--- config.mk ---
export PLATFORM = sky130hd
export DESIGN_NAME = scancode_set1_to_hid_key_map
export DESIGN_NICKNAME = d
export VERILOG_FILES = /design/src/design/sc1h_pkg.sv /design/src/design/sc1h_front.sv /design/src/design/sc1h_queue.sv /design/src/design/sc1h_back.sv /design/src/design/scancode_set1_to_hid_key_map.sv
export VERILOG_INCLUDE_DIRS = /design/src /design/src/design
export SDC_FILE = /design/constraint.sdc
export NUM_CORES = 1
export LEC_CHECK = 0
export BUFFER_PORTS_ARGS = -buffer_cell sky130_fd_sc_hd__buf_2
export CORE_UTILIZATION = 57
export CTS_BUF_LIST = sky130_fd_sc_hd__clkbuf_4 sky130_fd_sc_hd__clkbuf_8 sky130_fd_sc_hd__clkbuf_16
export DETAILED_ROUTE_END_ITERATION = 10
export HOLD_SLACK_MARGIN = 0.03
export PLACE_DENSITY = 0.87
export SLEW_MARGIN = 20
export SYNTH_ARGS = -nofsm -noshare
export SYNTH_HDL_FRONTEND = slang
export SYNTH_HIERARCHICAL = 1
export SYNTH_SLANG_ARGS = --single-unit
--- constraint.sdc ---
create_clock -name clk -period 2.85 [get_ports clk]
set_input_delay 0.285 -clock clk [delete_from_list [all_inputs] [get_ports clk]]
set_output_delay 0.285 -clock clk [all_outputs]
set_load 0.02 [all_outputs]
--- src/design/scancode_set1_to_hid_key_map_assert.svh ---
// ----------------------------------------------------------------------------
// Assertion macros for the scancode translator
// Clocked on clk, disabled while rst is high.
// ----------------------------------------------------------------------------
`ifndef SCANCODE_SET1_TO_HID_KEY_MAP_ASSERT_SVH
`define SCANCODE_SET1_TO_HID_KEY_MAP_ASSERT_SVH

// Consequent must hold in the same cycle as the antecedent
`define ASSERT_IMPLIES(label, ante, cons) \
  label: assert property (@(posedge clk) disable iff (rst) (ante) |-> (cons)) \
    else $error("assertion failed");

// Consequent must hold in the cycle after the antecedent
`define ASSERT_NEXT(label, ante, cons) \
  label: assert property (@(posedge clk) disable iff (rst) (ante) |=> (cons)) \
    else $error("assertion failed");

`endif

--- src/design/sc1h_pkg.sv ---
// ----------------------------------------------------------------------------
// sc1h_pkg
// Types, codes and scancode tables shared by the translator modules.
// ----------------------------------------------------------------------------
package sc1h_pkg;

  localparam logic [1:0] REQ_KEY_EVENT   = 2'd0;
  localparam logic [1:0] REQ_FRAME_START = 2'd1;
  localparam logic [1:0] REQ_KEY_QUERY   = 2'd2;

  localparam logic [7:0] MOD_FIRST = 8'hE0;
  localparam logic [7:0] MOD_LAST  = 8'hE7;

  localparam int QUEUE_DEPTH_DEFAULT = 2;

  typedef enum logic [1:0] {
    KIND_NONE,
    KIND_EVENT,
    KIND_FRAME,
    KIND_QUERY
  } item_kind_t;

  typedef struct packed {
    item_kind_t  kind;
    logic [7:0]  usage;
    logic        rel;
    logic        is_mod;
  } q_entry_t;

  function automatic logic [7:0] plain_usage(input logic [6:0] sc);
    logic [7:0] u;
    case (sc)
      7'h01: u = 8'h29; 7'h02: u = 8'h1E; 7'h03: u = 8'h1F; 7'h04: u = 8'h20;
      7'h05: u = 8'h21; 7'h06: u = 8'h22; 7'h07: u = 8'h23; 7'h08: u = 8'h24;
      7'h09: u = 8'h25; 7'h0A: u = 8'h26; 7'h0B: u = 8'h27; 7'h0C: u = 8'h2D;
      7'h0D: u = 8'h2E; 7'h0E: u = 8'h2A; 7'h0F: u = 8'h2B; 7'h10: u = 8'h14;
      7'h11: u = 8'h1A; 7'h12: u = 8'h08; 7'h13: u = 8'h15; 7'h14: u = 8'h17;
      7'h15: u = 8'h1C; 7'h16: u = 8'h18; 7'h17: u = 8'h0C; 7'h18: u = 8'h12;
      7'h19: u = 8'h13; 7'h1A: u = 8'h2F; 7'h1B: u = 8'h30; 7'h1C: u = 8'h28;
      7'h1D: u = 8'hE0; 7'h1E: u = 8'h04; 7'h1F: u = 8'h16; 7'h20: u = 8'h07;
      7'h21: u = 8'h09; 7'h22: u = 8'h0A; 7'h23: u = 8'h0B; 7'h24: u = 8'h0D;
      7'h25: u = 8'h0E; 7'h26: u = 8'h0F; 7'h27: u = 8'h33; 7'h28: u = 8'h34;
      7'h29: u = 8'h35; 7'h2A: u = 8'hE1; 7'h2B: u = 8'h31; 7'h2C: u = 8'h1D;
      7'h2D: u = 8'h1B; 7'h2E: u = 8'h06; 7'h2F: u = 8'h19; 7'h30: u = 8'h05;
      7'h31: u = 8'h11; 7'h32: u = 8'h10; 7'h33: u = 8'h36; 7'h34: u = 8'h37;
      7'h35: u = 8'h38; 7'h36: u = 8'hE5; 7'h37: u = 8'h55; 7'h38: u = 8'hE2;
      7'h39: u = 8'h2C; 7'h3A: u = 8'h39; 7'h3B: u = 8'h3A; 7'h3C: u = 8'h3B;
      7'h3D: u = 8'h3C; 7'h3E: u = 8'h3D; 7'h3F: u = 8'h3E; 7'h40: u = 8'h3F;
      7'h41: u = 8'h40; 7'h42: u = 8'h41; 7'h43: u = 8'h42; 7'h44: u = 8'h43;
      7'h45: u = 8'h53; 7'h46: u = 8'h47; 7'h47: u = 8'h5F; 7'h48: u = 8'h60;
      7'h49: u = 8'h61; 7'h4A: u = 8'h56; 7'h4B: u = 8'h5C; 7'h4C: u = 8'h5D;
      7'h4D: u = 8'h5E; 7'h4E: u = 8'h57; 7'h4F: u = 8'h59; 7'h50: u = 8'h5A;
      7'h51: u = 8'h5B; 7'h52: u = 8'h62; 7'h53: u = 8'h63; 7'h57: u = 8'h44;
      7'h58: u = 8'h45;
      default: u = 8'h00;
    endcase
    return u;
  endfunction

  function automatic logic [7:0] ext_usage(input logic [6:0] sc);
    logic [7:0] u;
    case (sc)
      7'h1C: u = 8'h58; 7'h1D: u = 8'hE4; 7'h35: u = 8'h54; 7'h38: u = 8'hE6;
      7'h47: u = 8'h4A; 7'h48: u = 8'h52; 7'h49: u = 8'h4B; 7'h4B: u = 8'h50;
      7'h4D: u = 8'h4F; 7'h4F: u = 8'h4D; 7'h50: u = 8'h51; 7'h51: u = 8'h4E;
      7'h52: u = 8'h49; 7'h53: u = 8'h4C; 7'h5B: u = 8'hE3; 7'h5C: u = 8'hE7;
      7'h5D: u = 8'h65;
      default: u = 8'h00;
    endcase
    return u;
  endfunction

endpackage

--- src/design/sc1h_front.sv ---
// ----------------------------------------------------------------------------
// sc1h_front
// Takes requests, translates scancodes and classifies them for the queue.
// ----------------------------------------------------------------------------
module sc1h_front
  import sc1h_pkg::*;
(
  input  logic       start,
  input  logic       queue_full,
  input  logic [1:0] req_type,
  input  logic [6:0] scan_code,
  input  logic       extended_prefix,
  input  logic       is_release,
  input  logic [7:0] key_index,
  output logic       busy,
  output logic       push,
  output q_entry_t   push_data
);

  logic [7:0] mapped;

  assign busy = queue_full;
  assign push = start && !queue_full;
  assign mapped = extended_prefix ? ext_usage(scan_code) : plain_usage(scan_code);

  always_comb begin
    push_data        = '0;
    push_data.kind   = KIND_NONE;
    case (req_type)
      REQ_KEY_EVENT: begin
        if (mapped != 8'h00) begin
          push_data.kind   = KIND_EVENT;
          push_data.usage  = mapped;
          push_data.rel    = is_release;
          push_data.is_mod = mapped inside {[MOD_FIRST:MOD_LAST]};
        end
      end
      REQ_FRAME_START: begin
        push_data.kind = KIND_FRAME;
      end
      REQ_KEY_QUERY: begin
        push_data.kind  = KIND_QUERY;
        push_data.usage = key_index;
      end
      default: begin
        push_data.kind = KIND_NONE;
      end
    endcase
  end

endmodule

--- src/design/sc1h_queue.sv ---
// ----------------------------------------------------------------------------
// sc1h_queue
// Small FIFO of classified requests between front and back.
// ----------------------------------------------------------------------------
`include "scancode_set1_to_hid_key_map_assert.svh"

module sc1h_queue
  import sc1h_pkg::*;
#(
  parameter int DEPTH = QUEUE_DEPTH_DEFAULT
) (
  input  logic     clk,
  input  logic     rst,
  input  logic     push,
  input  q_entry_t push_data,
  input  logic     pop,
  output q_entry_t pop_data,
  output logic     full,
  output logic     empty
);

  localparam int PTR_W = (DEPTH > 1) ? $clog2(DEPTH) : 1;
  localparam int CNT_W = $clog2(DEPTH + 1);

  q_entry_t           slots [DEPTH];
  logic [PTR_W-1:0]   wr_ptr;
  logic [PTR_W-1:0]   rd_ptr;
  logic [CNT_W-1:0]   count;

  assign full     = (count == CNT_W'(DEPTH));
  assign empty    = (count == '0);
  assign pop_data = slots[rd_ptr];

  always_ff @(posedge clk) begin
    if (push) begin
      slots[wr_ptr] <= push_data;
    end
  end

  always_ff @(posedge clk) begin
    if (rst) begin
      wr_ptr <= '0;
      rd_ptr <= '0;
      count  <= '0;
    end else begin
      if (push) begin
        wr_ptr <= (wr_ptr == PTR_W'(DEPTH - 1)) ? '0 : wr_ptr + 1'b1;
      end
      if (pop) begin
        rd_ptr <= (rd_ptr == PTR_W'(DEPTH - 1)) ? '0 : rd_ptr + 1'b1;
      end
      if (push && !pop) begin
        count <= count + 1'b1;
      end else if (pop && !push) begin
        count <= count - 1'b1;
      end
    end
  end

  `ASSERT_IMPLIES(a_count_bound, 1'b1, count <= CNT_W'(DEPTH))
  `ASSERT_IMPLIES(a_no_overflow, push, !full || pop)

endmodule

--- src/design/sc1h_back.sv ---
// ----------------------------------------------------------------------------
// sc1h_back
// Applies queued requests to the frame map and modifier byte, drives results.
// ----------------------------------------------------------------------------
`include "scancode_set1_to_hid_key_map_assert.svh"

module sc1h_back
  import sc1h_pkg::*;
(
  input  logic       clk,
  input  logic       rst,
  input  logic       queue_empty,
  input  q_entry_t   entry,
  output logic       pop,
  output logic       done,
  output logic [7:0] hid_usage,
  output logic [7:0] key_down_usage_unused_guard,
  output logic       key_down,
  output logic [7:0] modifier_byte
);

  logic [255:0] frame_keys;
  logic [255:0] frame_keys_next;
  logic [7:0]   held_modifiers;
  logic [7:0]   held_modifiers_next;
  logic [7:0]   hid_usage_next;
  logic         key_down_next;
  logic [7:0]   mod_mask;

  assign pop           = !queue_empty;
  assign modifier_byte = held_modifiers;
  assign key_down_usage_unused_guard = hid_usage;
  assign mod_mask      = 8'(1) << entry.usage[2:0];

  always_comb begin
    frame_keys_next     = frame_keys;
    held_modifiers_next = held_modifiers;
    hid_usage_next      = 8'h00;
    key_down_next       = 1'b0;
    if (pop) begin
      case (entry.kind)
        KIND_EVENT: begin
          hid_usage_next = entry.usage;
          if (entry.is_mod) begin
            held_modifiers_next = entry.rel ? (held_modifiers & ~mod_mask)
                                            : (held_modifiers | mod_mask);
            frame_keys_next[entry.usage] = !entry.rel;
            key_down_next = !entry.rel;
          end else if (!entry.rel) begin
            frame_keys_next[entry.usage] = 1'b1;
            key_down_next = 1'b1;
          end else begin
            key_down_next = frame_keys[entry.usage];
          end
        end
        KIND_FRAME: begin
          frame_keys_next = '0;
          frame_keys_next[MOD_LAST:MOD_FIRST] = held_modifiers;
        end
        KIND_QUERY: begin
          key_down_next = frame_keys[entry.usage];
        end
        default: begin
          hid_usage_next = 8'h00;
        end
      endcase
    end
  end

  always_ff @(posedge clk) begin
    if (rst) begin
      frame_keys     <= '0;
      held_modifiers <= '0;
      done           <= 1'b0;
    end else begin
      frame_keys     <= frame_keys_next;
      held_modifiers <= held_modifiers_next;
      done           <= pop;
    end
  end

  always_ff @(posedge clk) begin
    hid_usage <= hid_usage_next;
    key_down  <= key_down_next;
  end

  // modifier frame bits always mirror the held byte
  `ASSERT_IMPLIES(a_mod_bits_track, 1'b1, frame_keys[MOD_LAST:MOD_FIRST] == held_modifiers)
  `ASSERT_NEXT(a_result_per_pop, pop, done)
  `ASSERT_NEXT(a_no_stray_result, !pop, !done)

endmodule

--- src/design/scancode_set1_to_hid_key_map.sv ---
// ----------------------------------------------------------------------------
// scancode_set1_to_hid_key_map
// Set-1 scancode to HID usage translator with a per-frame key map.
// ----------------------------------------------------------------------------
// Requests enter on start while busy is low: a key event (scan_code,
// extended_prefix, is_release), a frame start, or a key query (key_index).
// Every request gives exactly one result, shown for one cycle with done
// high: hid_usage, key_down and modifier_byte (held modifiers after it).
// The receiver cannot stall; results must be taken when done is high.
// The accepting edge writes the request queue; the back end then pops
// the entry and registers the result and done together from it.
// Throughput: one request per cycle; the back end drains an entry every cycle,
// so the queue holds at most one and busy stays low while QUEUE_DEPTH > 1.
// Reset (rst, synchronous) clears the 256-bit frame map, the held
// modifiers and the queue; requests are taken right after.
// ----------------------------------------------------------------------------
module scancode_set1_to_hid_key_map
  import sc1h_pkg::*;
#(
  parameter int QUEUE_DEPTH = QUEUE_DEPTH_DEFAULT
) (
  input  logic       clk,
  input  logic       rst,
  input  logic       start,
  output logic       busy,
  input  logic [1:0] req_type,
  input  logic [6:0] scan_code,
  input  logic       extended_prefix,
  input  logic       is_release,
  input  logic [7:0] key_index,
  output logic       done,
  output logic [7:0] hid_usage,
  output logic       key_down,
  output logic [7:0] modifier_byte
);

  q_entry_t   push_data;
  q_entry_t   pop_data;
  logic       push;
  logic       pop;
  logic       queue_full;
  logic       queue_empty;
  logic [7:0] usage_copy;

  sc1h_front u_front (
    .start           (start),
    .queue_full      (queue_full),
    .req_type        (req_type),
    .scan_code       (scan_code),
    .extended_prefix (extended_prefix),
    .is_release      (is_release),
    .key_index       (key_index),
    .busy            (busy),
    .push            (push),
    .push_data       (push_data)
  );

  sc1h_queue #(
    .DEPTH (QUEUE_DEPTH)
  ) u_queue (
    .clk       (clk),
    .rst       (rst),
    .push      (push),
    .push_data (push_data),
    .pop       (pop),
    .pop_data  (pop_data),
    .full      (queue_full),
    .empty     (queue_empty)
  );

  sc1h_back u_back (
    .clk                         (clk),
    .rst                         (rst),
    .queue_empty                 (queue_empty),
    .entry                       (pop_data),
    .pop                         (pop),
    .done                        (done),
    .hid_usage                   (hid_usage),
    .key_down_usage_unused_guard (usage_copy),
    .key_down                    (key_down),
    .modifier_byte               (modifier_byte)
  );

  `include "scancode_set1_to_hid_key_map_assert.svh"

  `ASSERT_IMPLIES(a_usage_copy, done, usage_copy == hid_usage)

endmodule
After elaboration in Yosys (flattened, before gate mapping) --
Memory sizes are Yosys's and may differ from the RTL's. A register that Yosys moved wholly into a read port is not among the register bits. Cells that the tools add are included. W data, S select, Z words.
Word-level totals: register bits after elaboration 278, memory bits (writable) 24, bits in read-only memories 1024, input bits 22, output and inout port bits 19, word-level logic and storage cells 92, memories 2
Operators by class: add/subtract/negate cells 4, order comparisons 4, equal/unequal tests 24, shift operators 1, mux-type cells 26, bitwise operators 6, reduce and logical (&&, ||, !) cells 17
Memory list:
- (no name shown) | depth 128, width 8, read ports 1, clocked after Yosys merged registers in 0, wr ports 0, RTL line sc1h_pkg.sv:32 | case (sc)
- u_queue.slots | depth 2, width 12, read ports 1, clocked after Yosys merged registers in 1, wr ports 1, RTL line sc1h_queue.sv:25 | q_entry_t slots [DEPTH];
Operators by type and width (count):
- $mux W256 | 2
- $pmux W256 S2 | 1
- $bwmux W256 | 1
- $or A256 B256 Y256 | 1
- $pmux W8 S17 | 1
- $eq A7 B7 Y1 const B | 13
- $mux W8 | 2
- $pmux W8 S2 | 1
- $eq A7 B5 Y1 const B | 2
- $eq A7 B6 Y1 const B | 2
- $mux W11 | 1
- $mux W1 | 10
- $lt A8 B9 Y1 const B | 1
- $and A8 B8 Y8 | 1
- $bmux W1 S8 | 1
- $demux W1 S8 | 1
- $eq A2 B2 Y1 const B | 4
- $ge A8 B1 Y1 const B | 1
- $ge A8 B8 Y1 const B | 1
- $le A8 B8 Y1 const B | 1
- $not A8 Y8 | 1
- $or A8 B8 Y8 | 1
- $reduce_bool A8 Y1 | 1
- $shl A1 B3 Y8 const A | 1
- other kinds (15) | 30

Depth between registers and ports, before layout --
depth in word-level cells 8, depth in mapped cells 13, mapped depth without buffers 9

Hierarchy --
Netlist, hierarchy kept.
Modules (own cells, without submodules):
- sc1h_back | instances 1, cells each 1789, area an instance 14136.1 sq um, sequential area each 5485.3 sq um
- sc1h_front | instances 1, cells each 264, area an instance 1886.8 sq um, sequential area each 0.0 sq um
- sc1h_queue | instances 1, cells each 59, area an instance 1068.5 sq um, sequential area each 820.8 sq um

Worst setup path after synthesis --
OpenSTA, ideal clock, no wires.
path type register to register, start point register with a tool-made name, end point register u_back.frame_keys[183], setup time 70 ps, data arrival time 2657 ps, slack 123 ps, cell stages (with the launch flop) 12, buffers on the path 4, period minus slack after synthesis 2727 ps, cells stage by stage dfxtp_1 > buf_2 > mux2_2 > ha_1 > a311o_1 > buf_4 > nand2b_4 > buf_8 > nor3_4 > buf_4 > nand2_1 > a21oi_1
RTL lines:
- end signal, assigned | RTL line sc1h_back.sv:76 | frame_keys <= frame_keys_next;
- end, declared | RTL line sc1h_back.sv:22 | logic [255:0] frame_keys;

==> impl_metrics.py <==
metrics = {
    "worst_setup_path": {
        "crit_type": "register to register",
        "crit_arrival_ns": 3.24,
        "critPathLaunchType": "register",
        "endpoint_kind": "register",
        "worstPathMaxFanout": 13,
        "crit_required_ns": 3.29,
    },
    "global_route": {
        "grt_pass1_vias": 16690,
        "grtUsageTotal_pct": 35.41,
        "grt_max_degree": 94,
        "antenna_found_initial": 1,
        "grt_pass1_wl_mm": 87.77,
        "gr-total-overflow": 0,
    },
    "clock_tree": {
        "cts_buffers": 30,
        "cts_tree": "built",
        "ctsHtreeMaxLevel": 1,
        "clock-sinks": 303,
        "root_buffer": "clkbuf_16",
        "ctsHoldBuffers": 0,
        "cts.path.max_buffers": 3,
        "clk_latency_ns": 0.56,
        "clk_pin_slew_worst_paths_ns": 0.07,
    },
    "timing": {
        "fmax_mhz": 357.0,
        "tns_ns": 0,
        "worst_pin_slew_ns": 0.8768,
        "fin_crit_sh_pct": 98.29,
        "slew_violations": 0,
        "slew_headroom_pct": 41.33,
        "hold_viol_final": 0,
        "setup_viol": 0,
        "skew_ns": 0.01108,
        "period_needed_ns": 2.801,
        "setup_ws_ns": 0.04874,
    },
    "synth": {
        "syn_avg_cell_area_sq_um": 8.095,
        "netlist_instances": 2104,
        "yosys_warnings": 6,
        "syn_nets": 2144,
        "syn_area_sq_mm": 0.01703,
    },
    "layout": {
        "diodes": 0,
        "drive_gt1_share_pct": 18.48,
        "nNetsFinal": 2132,
        "fin_area_sq_mm": 0.01933,
        "layout.cells.non_filler": 2500,
        "syn_to_final_growth_pct": 13.49,
        "fillers": 2124,
    },
    "route": {
        "initialDrtViolationCount": 3057,
        "routed-via-count": 17340,
        "wl_per_cell_microns": 22.37,
        "dr.pass1.iters": 10,
        "vias_per_cell": 6.935,
        "drc": 1,
        "drt_wl_total_mm": 55.92,
        "ant_nets": 0,
    },
    "place": {
        "hpwlAfterDp_mm": 34.52,
        "pre_cts_ws_ns": -0.06974,
        "place_area_sq_mm": 0.01807,
        "port_buffers": 40,
        "place_congestion": 0.9580,
        "place.detailed.instances": 2435,
    },
    "status": {
        "status": "complete, but fails checks",
        "violations": "DRC",
    },
    "floorplanning": {
        "die_y_microns": 174.9,
        "die_x_microns": 174.9,
        "dieArea_sq_mm": 0.03057,
        "initial_core_util_pct": 58.70,
        "pin_count": 41,
        "coreArea_sq_mm": 0.02901,
        "rows": 62,
    },
    "run": {
        "cap_violations": 0,
    },
    "power": {
        "vdd_drop_max_v": 0.0004774,
        "pwr_density_cell_mw_per_mm2": 782.3,
        "p_leak_nw": 6.782,
    },
    "min_path": {
        "hold_class": "primary input to register",
    },
}
[cells in the final DEF, fill, tap and decap left out, types with 18 or more instances in the layout]
master,instances
o21ai_0,266
nor2b_1,21
a22oi_1,20
a21oi_1,525
inv_1,21
clkbuf_16,31
buf_2,39
dfxtp_1,278
ha_1,18
nand2b_1,21
edfxtp_1,24
nand2_1,278
buf_4,117
nor2_1,55
mux4_2,69
buf_12,23
a211oi_1,18
nor2_2,18
[routing by layer]
metal | vias up | wire length, microns | global-route usage, %
met1 | 8117 | 20090 | 44.06
met2 | 1348 | 25780 | 56.81
met5 | - | 7 | 0
li1 | 7580 | - | -
met4 | 2 | 3253 | 20.54
met3 | 291 | 6778 | 7.528
[flip-flops by register name (all words and copies together) (netlist names), named ones only]
signal             flops
u_back/frame_keys    256
u_queue/wr_ptr         1
u_back/key_down        1
u_back/hid_usage       8
u_queue/count          2
u_queue/rd_ptr         1
u_back/done            1
u_queue/slots         24
[where the power goes]
group	switching [mW]	internal (mW)
Combinational	4.12	1.99
Clock	1.76	2.66
Sequential	0.109	4.48
Total	5.99	9.13
[metrics by stage]
step	power, mW	utilization [%]	hold WS (ns)
6_report	15.12	66.62	0.06118
5_1_grt	15.57	66.62	0.05747
4_1_cts	14.74	66.28	0.05627
3_5_place_dp	10.29	62.28	0.4633
3_3_place_gp	10.13	62.28	0.4528
2_1_floorplan	8.381	-	0.3541
[path summary, 6_finish.rpt]
| path | cells after the start | end | from | slack, ns |
|---|---|---|---|---|
| setup / recovery | 9 | u_back/key_down | register | 0.05 |
| hold / removal | 2 | u_queue/slots[1][7] | key_index[5] | 0.06 |
| setup reg to reg | 9 | u_back/key_down | register | 0.05 |
| hold reg to reg | 2 | u_back/frame_keys[74] | u_back/frame_keys[74] | 0.47 |
[critical path, stage by stage, from the launching register on]
cell       delay, ns
dfxtp_2         0.39
mux2_4          0.41
buf_12          0.19
buf_12          0.15
mux4_2          0.45
o21ai_1         0.28
o22ai_1         0.14
nor3_1          0.30
o311ai_1        0.17
o2bb2ai_1       0.17
[final cells by class]
cell class	count	area, sq um	share of cell area [%]
well taps	384	480.5	2.486
flip-flops and latches	303	6307	32.63
repair buffers	193	1694	8.765
clock buffers	42	902.1	4.667
inverters	24	90.09	0.4661
multi-input cells	1540	9647	49.91
clock inverters	14	207.7	1.075
[what timing repair did]
action                     in CTS  in global routing
setup endpoints to repair      70                167
pin swaps                       0                  1
setup buffers                   2                  6
cloned                          1                  0
resized for setup               7                 14
Note: power is estimated with default switching activity, not from simulation.
